$ cat src/gkh_pkg.sv
// ----------------------------------------------------------------------------
// gkh_pkg
// Types and constants shared by the Gaussian kernel Hessian block.
// ----------------------------------------------------------------------------
package gkh_pkg;

  // Configuration register indexes
  localparam logic [3:0] CFG_BANDWIDTH = 4'd0;
  localparam logic [3:0] CFG_DIMENSION = 4'd1;

  // ln 2 in Q0.32, number of series terms and the exponent cut-off
  localparam logic [31:0] LN2_Q32   = 32'hB17217F8;
  localparam logic [3:0]  EXP_TERMS = 4'd10;
  localparam int          K_CUTOFF_SH = 5;   // cut-off is 32 * sigma

  // floor(2^48 / LN2_Q32): the range reduction estimates n as (x * this) >> 32,
  // which is never above the true quotient and at most one below it.
  localparam logic [31:0] LN2_RECIP = 32'd94548;

  // Numerator bit counts for the divisions of the datapath
  localparam logic [6:0] NB_X    = 7'd53;
  localparam logic [6:0] NB_EXP  = 7'd32;
  localparam logic [6:0] NB_DIAG = 7'd34;
  localparam logic [6:0] NB_U    = 7'd64;
  localparam logic [6:0] NB_OFF  = 7'd41;

  // Sequencer states
  typedef enum logic [4:0] {
    S_IDLE,
    S_SQ_MUL,
    S_SQ_ADD,
    S_K_CHK,
    S_X_DIV,
    S_N_MUL,
    S_N_EST,
    S_N_FIX,
    S_EXP_MUL,
    S_EXP_ST,
    S_EXP_DIV,
    S_K_SET,
    S_DG_DIV,
    S_RD_I,
    S_RD_J,
    S_M_MUL,
    S_M_ST,
    S_U_DIV,
    S_V_MUL1,
    S_V_MUL2,
    S_V_SUM,
    S_OFF_ST,
    S_OFF_DIV,
    S_EMIT
  } gkh_state_t;

  // Divider request and response
  typedef struct packed {
    logic        start;
    logic [63:0] num;
    logic [31:0] den;
    logic [6:0]  nbits;
  } gkh_div_req_t;

  typedef struct packed {
    logic        done;
    logic [63:0] quo;
  } gkh_div_rsp_t;

endpackage

$ cat src/gkh_div.sv
// ----------------------------------------------------------------------------
// gkh_div
// Restoring divider, one quotient bit per cycle, 64-bit by 32-bit.
// ----------------------------------------------------------------------------
module gkh_div
  import gkh_pkg::*;
(
  input  logic         clk,
  input  logic         rst_n,
  input  gkh_div_req_t req,
  output gkh_div_rsp_t rsp
);

  logic        busy_r;
  logic        done_r;
  logic [6:0]  cnt_r;
  logic [63:0] num_r;
  logic [63:0] quo_r;
  logic [31:0] rem_r;
  logic [31:0] den_r;

  logic [32:0] rem_w;
  logic        ge;

  // One restoring step on the next numerator bit
  always_comb begin
    rem_w = {rem_r, num_r[63]};
    ge    = (rem_w >= {1'b0, den_r});
  end

  always_ff @(posedge clk) begin
    if (!rst_n) begin
      busy_r <= 1'b0;
      done_r <= 1'b0;
    end else begin
      done_r <= 1'b0;
      if (busy_r) begin
        if (cnt_r == 7'd1) begin
          busy_r <= 1'b0;
          done_r <= 1'b1;
        end
      end else if (req.start) begin
        busy_r <= 1'b1;
      end
    end
  end

  // Datapath registers
  always_ff @(posedge clk) begin
    if (busy_r) begin
      cnt_r <= cnt_r - 7'd1;
      num_r <= {num_r[62:0], 1'b0};
      quo_r <= {quo_r[62:0], ge};
      rem_r <= ge ? 32'(rem_w - {1'b0, den_r}) : rem_w[31:0];
    end else if (req.start) begin
      cnt_r <= req.nbits;
      num_r <= req.num << (7'd64 - req.nbits);
      quo_r <= '0;
      rem_r <= '0;
      den_r <= req.den;
    end
  end

  assign rsp.done = done_r;
  assign rsp.quo  = quo_r;

endmodule

$ cat config.mk
export PLATFORM = sky130hd
export DESIGN_NAME = gkh_div
export DESIGN_NICKNAME = d
export VERILOG_FILES = /design/src/gkh_pkg.sv /design/src/gkh_div.sv
export SDC_FILE = /design/constraint.sdc
export NUM_CORES = 1
export LEC_CHECK = 0
export BUFFER_PORTS_ARGS = -buffer_cell sky130_fd_sc_hd__buf_2
export CAP_MARGIN = 15
export CORE_UTILIZATION = 47
export CTS_CLUSTER_SIZE = 40
export DETAILED_ROUTE_END_ITERATION = 12
export PLACE_DENSITY = 0.71
export SLEW_MARGIN = 20
export SYNTH_ARGS = -nofsm -noshare
export SYNTH_HDL_FRONTEND = slang
export SYNTH_SLANG_ARGS = --single-unit
$ cat constraint.sdc
create_clock -name clk -period 6 [get_ports clk]
set_input_delay 0.9 -clock clk [delete_from_list [all_inputs] [get_ports clk]]
set_output_delay 0.9 -clock clk [all_outputs]
set_load 0.02 [all_outputs]
* Word-level counts from Yosys, hierarchy flattened
Index checks and enable logic that the tools add are counted.
** Storage, ports and cells
- Register bits :: 201
- Input port bits :: 106
- Output and inout bits :: 65
- Word-level logic and storage cells :: 31
** Operators by class
- Add/sub/neg operators :: 3
- Magnitude comparators :: 1
- Equal/unequal tests :: 1
- Shifts and indexed selects :: 1
- Multiplexer cells :: 13
- Bitwise operators :: 1
- Reduce and logical (&&, ||, !) cells :: 3
** Operator list (count)
- $mux 64 :: 4
- $mux 32 :: 3
- $shl 64x7->64 :: 1
- $ge 33x32->1 :: 1
- $sub 32x32->32 :: 1
- $mux 7 :: 2
- $eq 7x1->1 const B :: 1
- $sub 7x1->7 const B :: 1
- $sub 7x7->7 const A :: 1
- $mux 1 :: 4
- $reduce_and 2->1 :: 2
- $reduce_bool 2->1 :: 1
- $not 1->1 :: 1

* Depth between registers and ports, before layout
- Word-level depth :: 4
- Depth in mapped cells :: 15
- Depth with buffers taken out :: 12

* Worst setup path before layout
No wires, ideal clock.
- Kind :: input -> register
- From :: input port req[0] (netlist bit)
- To :: register num_r[52] (data pin)
- Setup time :: 0.262 ns
- Data arrival time :: 3.591 ns
- Data required time :: 5.738 ns
- Slack :: 2.147 ns
- Cell stages on the path :: 14
- Buffers on the path :: 5
- Cell sequence :: buf_2 > buf_2 > inv_1 > ha_1 > clkbuf_1 > clkbuf_1 > buf_2 > mux4_2 > mux2i_1 > nand2_1 > o211ai_1 > o21ai_1 > a222oi_1 > inv_1
** Between the ends
- Word-level cells in the longest chain between the ends :: 4
** Ends and longest elaborated chain
- start: declaration :: line gkh_div.sv:10 : input gkh_div_req_t req,
- $sub 7x7->7 :: line gkh_div.sv:57 : num_r <= req.num << (7'd64 - req.nbits);
- $shl 64x7->64 :: line gkh_div.sv:57
- $mux 64 :: line gkh_div.sv:55 : end else if (req.start) begin
- $mux 64 :: line gkh_div.sv:50 : if (busy_r) begin
- end signal: assignment :: line gkh_div.sv:52 : num_r <= {num_r[62:0], 1'b0};
- end signal: assignment :: line gkh_div.sv:57
- end: declaration :: line gkh_div.sv:17 : logic [63:0] num_r;
Every way passes these cells. The select of a mux whose other input is x is not followed.
A chain may end at the register's enable or synchronous reset.

* Worst setup path after layout
- From :: register rem_r[2]
- To :: register rem_r[28] (data pin)
** Between the ends
- Word-level cells in the longest chain between the ends :: 3
- Elaborated cells on any way between the ends :: 4
- Classes of those cells :: add/sub (1); order compare (1); mux (2)
** Ends and longest elaborated chain
- start: declaration :: line gkh_div.sv:19 : logic [31:0] rem_r;
- start signal: assignment :: line gkh_div.sv:54 : rem_r <= ge ? 32'(rem_w - {1'b0, den_r}) : rem_w[31:0];
- $sub 32x32->32 or $ge 33x32->1 (tied branches) :: line gkh_div.sv:54, gkh_div.sv:28
- $mux 32 * :: line gkh_div.sv:54
- $mux 32 * :: line gkh_div.sv:50
Mark *: on every way between the ends. The rest lies on a longest branch, timed or not.

==> impl_metrics.env <==
export IMPL_status="completed"
export IMPL_drive_gt1_frac=0.208
export IMPL_grt_max_degree=91
export IMPL_irDropWorstVdd_mv=0.210
export IMPL_syn2layout_area_growth_pct=15.2
export IMPL_hold_viol=0
export IMPL_clock_sinks=201
export IMPL_tns_ns=0
export IMPL_ys_flop_type="edfxtp_1"
export IMPL_reg2reg_to="rem_r[28]$_SDFFCE_PN0P_"
export IMPL_clk_latency_ns=0.52
export IMPL_viasPerCell=5.88
export IMPL_place_area_um2=14100
export IMPL_max_cap_violations=0
export IMPL_wire_per_inst_um=18.6
export IMPL_p_sw_mw=1.40
export IMPL_numPlacedInstances=1724
export IMPL_post_route_cell_area_um2=14900
export IMPL_fin_util=0.552
export IMPL_cts_made_buffers=24
export IMPL_min_period_over_period=0.642
export IMPL_cp_required_ns=6.25
export IMPL_grt_pass1_wl_um=52000
export IMPL_min_period_ns=3.85
export IMPL_hp_start="num_r[0]$_SDFFE_PP0P_"
export IMPL_die_area_um2=28200
export IMPL_setup_ws_ns=2.15
export IMPL_clock_path_buffers=3
export IMPL_seqPwrFrac=0.398
export IMPL_clock_fmax_ghz=0.260
export IMPL_postCtsHoldBufs=0
export IMPL_synth_top_area_share=0.459
export IMPL_synth_edff_count=198
export IMPL_cts_setup_buffers=0
export IMPL_cts_tree="done"
export IMPL_die_w_um=168
export IMPL_antenna_found_initial=0
export IMPL_swShare=0.313
export IMPL_grt_pass1_vias=9737
export IMPL_htreeDepth=1
export IMPL_rsz0062_at_grt="no"
export IMPL_yosysMostFrequentCell="edfxtp_1"
export IMPL_io_pins=171
export IMPL_start_util=0.479
export IMPL_place_congestion=0.923
export IMPL_hold_path_end="num_r[0]$_SDFFE_PP0P_"
export IMPL_dieHeight_um=168
export IMPL_dp_hpwl_um=23400
export IMPL_drv_slew=0
export IMPL_p_int_mw=3.06
export IMPL_n_antenna_cell=0
export IMPL_hold_ws_ns=0.468
export IMPL_tightestPinTransition_ns=1.06
export IMPL_syn_avg_cell_area_um2=10.2
export IMPL_cp_arrival_ns=4.10
export IMPL_ys_types=70
export IMPL_cp_start_kind="register"
export IMPL_vias=10400
export IMPL_cts_clk_slew_worst_paths_ns=0.06
export IMPL_grt_use_total=0.231
export IMPL_drc=0
export IMPL_fin_cells=1769
export IMPL_p_leak_nw=6.26
export IMPL_fin_nets=1552
export IMPL_worst_setup_path_type="register to register"
export IMPL_drt_iter0_drc=1084
export IMPL_finalSetupViolCount=0
export IMPL_power_mw=4.46
export IMPL_clockRootBuffer="clkbuf_16"
export IMPL_cts_resized=0
export IMPL_wl_um=32900
export IMPL_seqCellArea_um2=6010
export IMPL_multiInputGateArea_um2=6420
export IMPL_dp_slack_ns=1.71
export IMPL_fill_cells=2419
export IMPL_r2r_start="rem_r[2]$_SDFFCE_PN0P_"
export IMPL_yosysSeqAreaShare=0.464
export IMPL_yosysTopAreaCell="edfxtp_1"
export IMPL_clockPowerShare=0.325
export IMPL_power_density_nw_per_um2=299
export IMPL_detail_route_antenna_nets=0
export IMPL_synth_seq_cells=201
export IMPL_synth_async_sr_flop_share=0
export IMPL_synthCells=1275
export IMPL_hold_depth=2
export IMPL_row_count=60
export IMPL_syn_area_um2=13000
export IMPL_hp_class="register to register"
export IMPL_skew_ns=0.0247
export IMPL_grt_overflow_total=0
export IMPL_reg2reg_slack_ns=2.15
export IMPL_crit_path_end_kind="register"
export IMPL_combPwrFrac=0.277
export IMPL_cp_max_fo=20
export IMPL_ff2ff_path_depth=10
export IMPL_coreArea_um2=27000
export IMPL_io_buffers=170
export IMPL_synthTopCellsByCount="edfxtp_1, nand2_1, nor2_1"
export IMPL_timing_slew_headroom=0.287
export IMPL_synth_area_leaders="edfxtp_1, nand2_1, mux2i_1"
export IMPL_ys_warn_count=0
export IMPL_syn_nets=1417
export IMPL_drt_pass1_iterations=8
-- cells by family after synthesis --
kind of cell | after synthesis | share of synthesized area
xor gates and xnor gates | 36 | 0.0255
buffers and inverters | 146 | 0.0461
AOI/OAI and AO/OA | 313 | 0.159
muxes | 120 | 0.123
and+or+nand+nor | 423 | 0.148
DFF | 201 | 0.464
adders and majority gates | 36 | 0.0354
-- placed cells by master, fill, tap and decap left out, types with 4 or more instances in the layout --
master,instances
clkbuf_16,25
inv_1,65
o221ai_1,16
o21a_1,8
a31oi_1,6
mux2_2,16
clkinv_1,5
nand2_1,193
a311o_1,4
a222oi_1,13
a21oi_1,77
o21ai_0,36
mux2i_1,72
nand3_1,21
a21o_1,10
ha_1,34
a211oi_1,16
and3_1,4
xor2_1,10
nor3_1,6
o211ai_1,19
edfxtp_1,198
nand4_1,5
o21ai_1,54
o22ai_1,4
a22o_1,19
buf_2,169
nor4_1,6
xnor2_1,20
mux4_2,29
nand2b_1,4
buf_4,17
and2_1,67
nor2b_1,7
or3_1,4
nor2_1,93
-- registers in the layout, indices dropped and copies added (netlist names) --
signal / cells
num_r: 64
quo_r: 64
den_r: 32
rem_r: 32
cnt_r: 7
busy_r: 1
done_r: 1
-- metal layers --
| metal | track usage | vias to the layer above | part of all wire |
|---|---|---|---|
| li1 | - | 4975 | - |
| met5 | 0 | - | 0 |
| met1 | 0.318 | 4925 | 0.43 |
| met3 | 0.0386 | 53 | 0.074 |
| met2 | 0.374 | 450 | 0.47 |
| met4 | 0.0686 | 0 | 0.025 |
-- worst max-delay path, cell delays in order, from the launching register on --
cell and delay (ns):
edfxtp_1 0.40, ha_1 0.38, nand3_1 0.15, o21ai_1 0.31, a21o_1 0.18, o21ai_1 0.12, a21oi_1 0.36, o21a_1 0.73
buf_4 0.42, nor2_1 0.23, a22o_1 0.29
-- final cells by class --
| class | count | share of cell area |
|---|---|---|
| Clock inverter | 15 | 0.00906 |
| Tap cell | 341 | 0.0286 |
| Inverter | 67 | 0.0169 |
| Timing Repair Buffer | 188 | 0.0679 |
| Clock buffer | 29 | 0.0449 |
| Sequential cell | 201 | 0.403 |
| Multi-Input combinational cell | 928 | 0.430 |
-- worst max-delay path by stage --
stage | from | end | cells past startpoint
final | rem_r[2]$_SDFFCE_PN0P_ | rem_r[28]$_SDFFCE_PN0P_ | 10
after global routing | rem_r[16]$_SDFFCE_PN0P_ | rem_r[27]$_SDFFCE_PN0P_ | 11
after CTS | rem_r[2]$_SDFFCE_PN0P_ | rem_r[28]$_SDFFCE_PN0P_ | 10
after detailed placement | req[0] | num_r[53]$_DFFE_PP_ | 11
after global placement | req[0] | num_r[53]$_DFFE_PP_ | 11
after floorplan | req[0] | num_r[52]$_DFFE_PP_ | 14
-- power by group through the flow --
stage                     Clock (mW)  Sequential [mW]  Combinational [mW]
after floorplan                    0             1.83               0.848
after global placement             0             1.80                1.20
after detailed placement           0             1.80                1.21
after CTS                       1.48             1.77                1.22
after global routing            1.53             1.79                1.36
final                           1.45             1.77                1.23
Power figures use the tool's default switching activity.
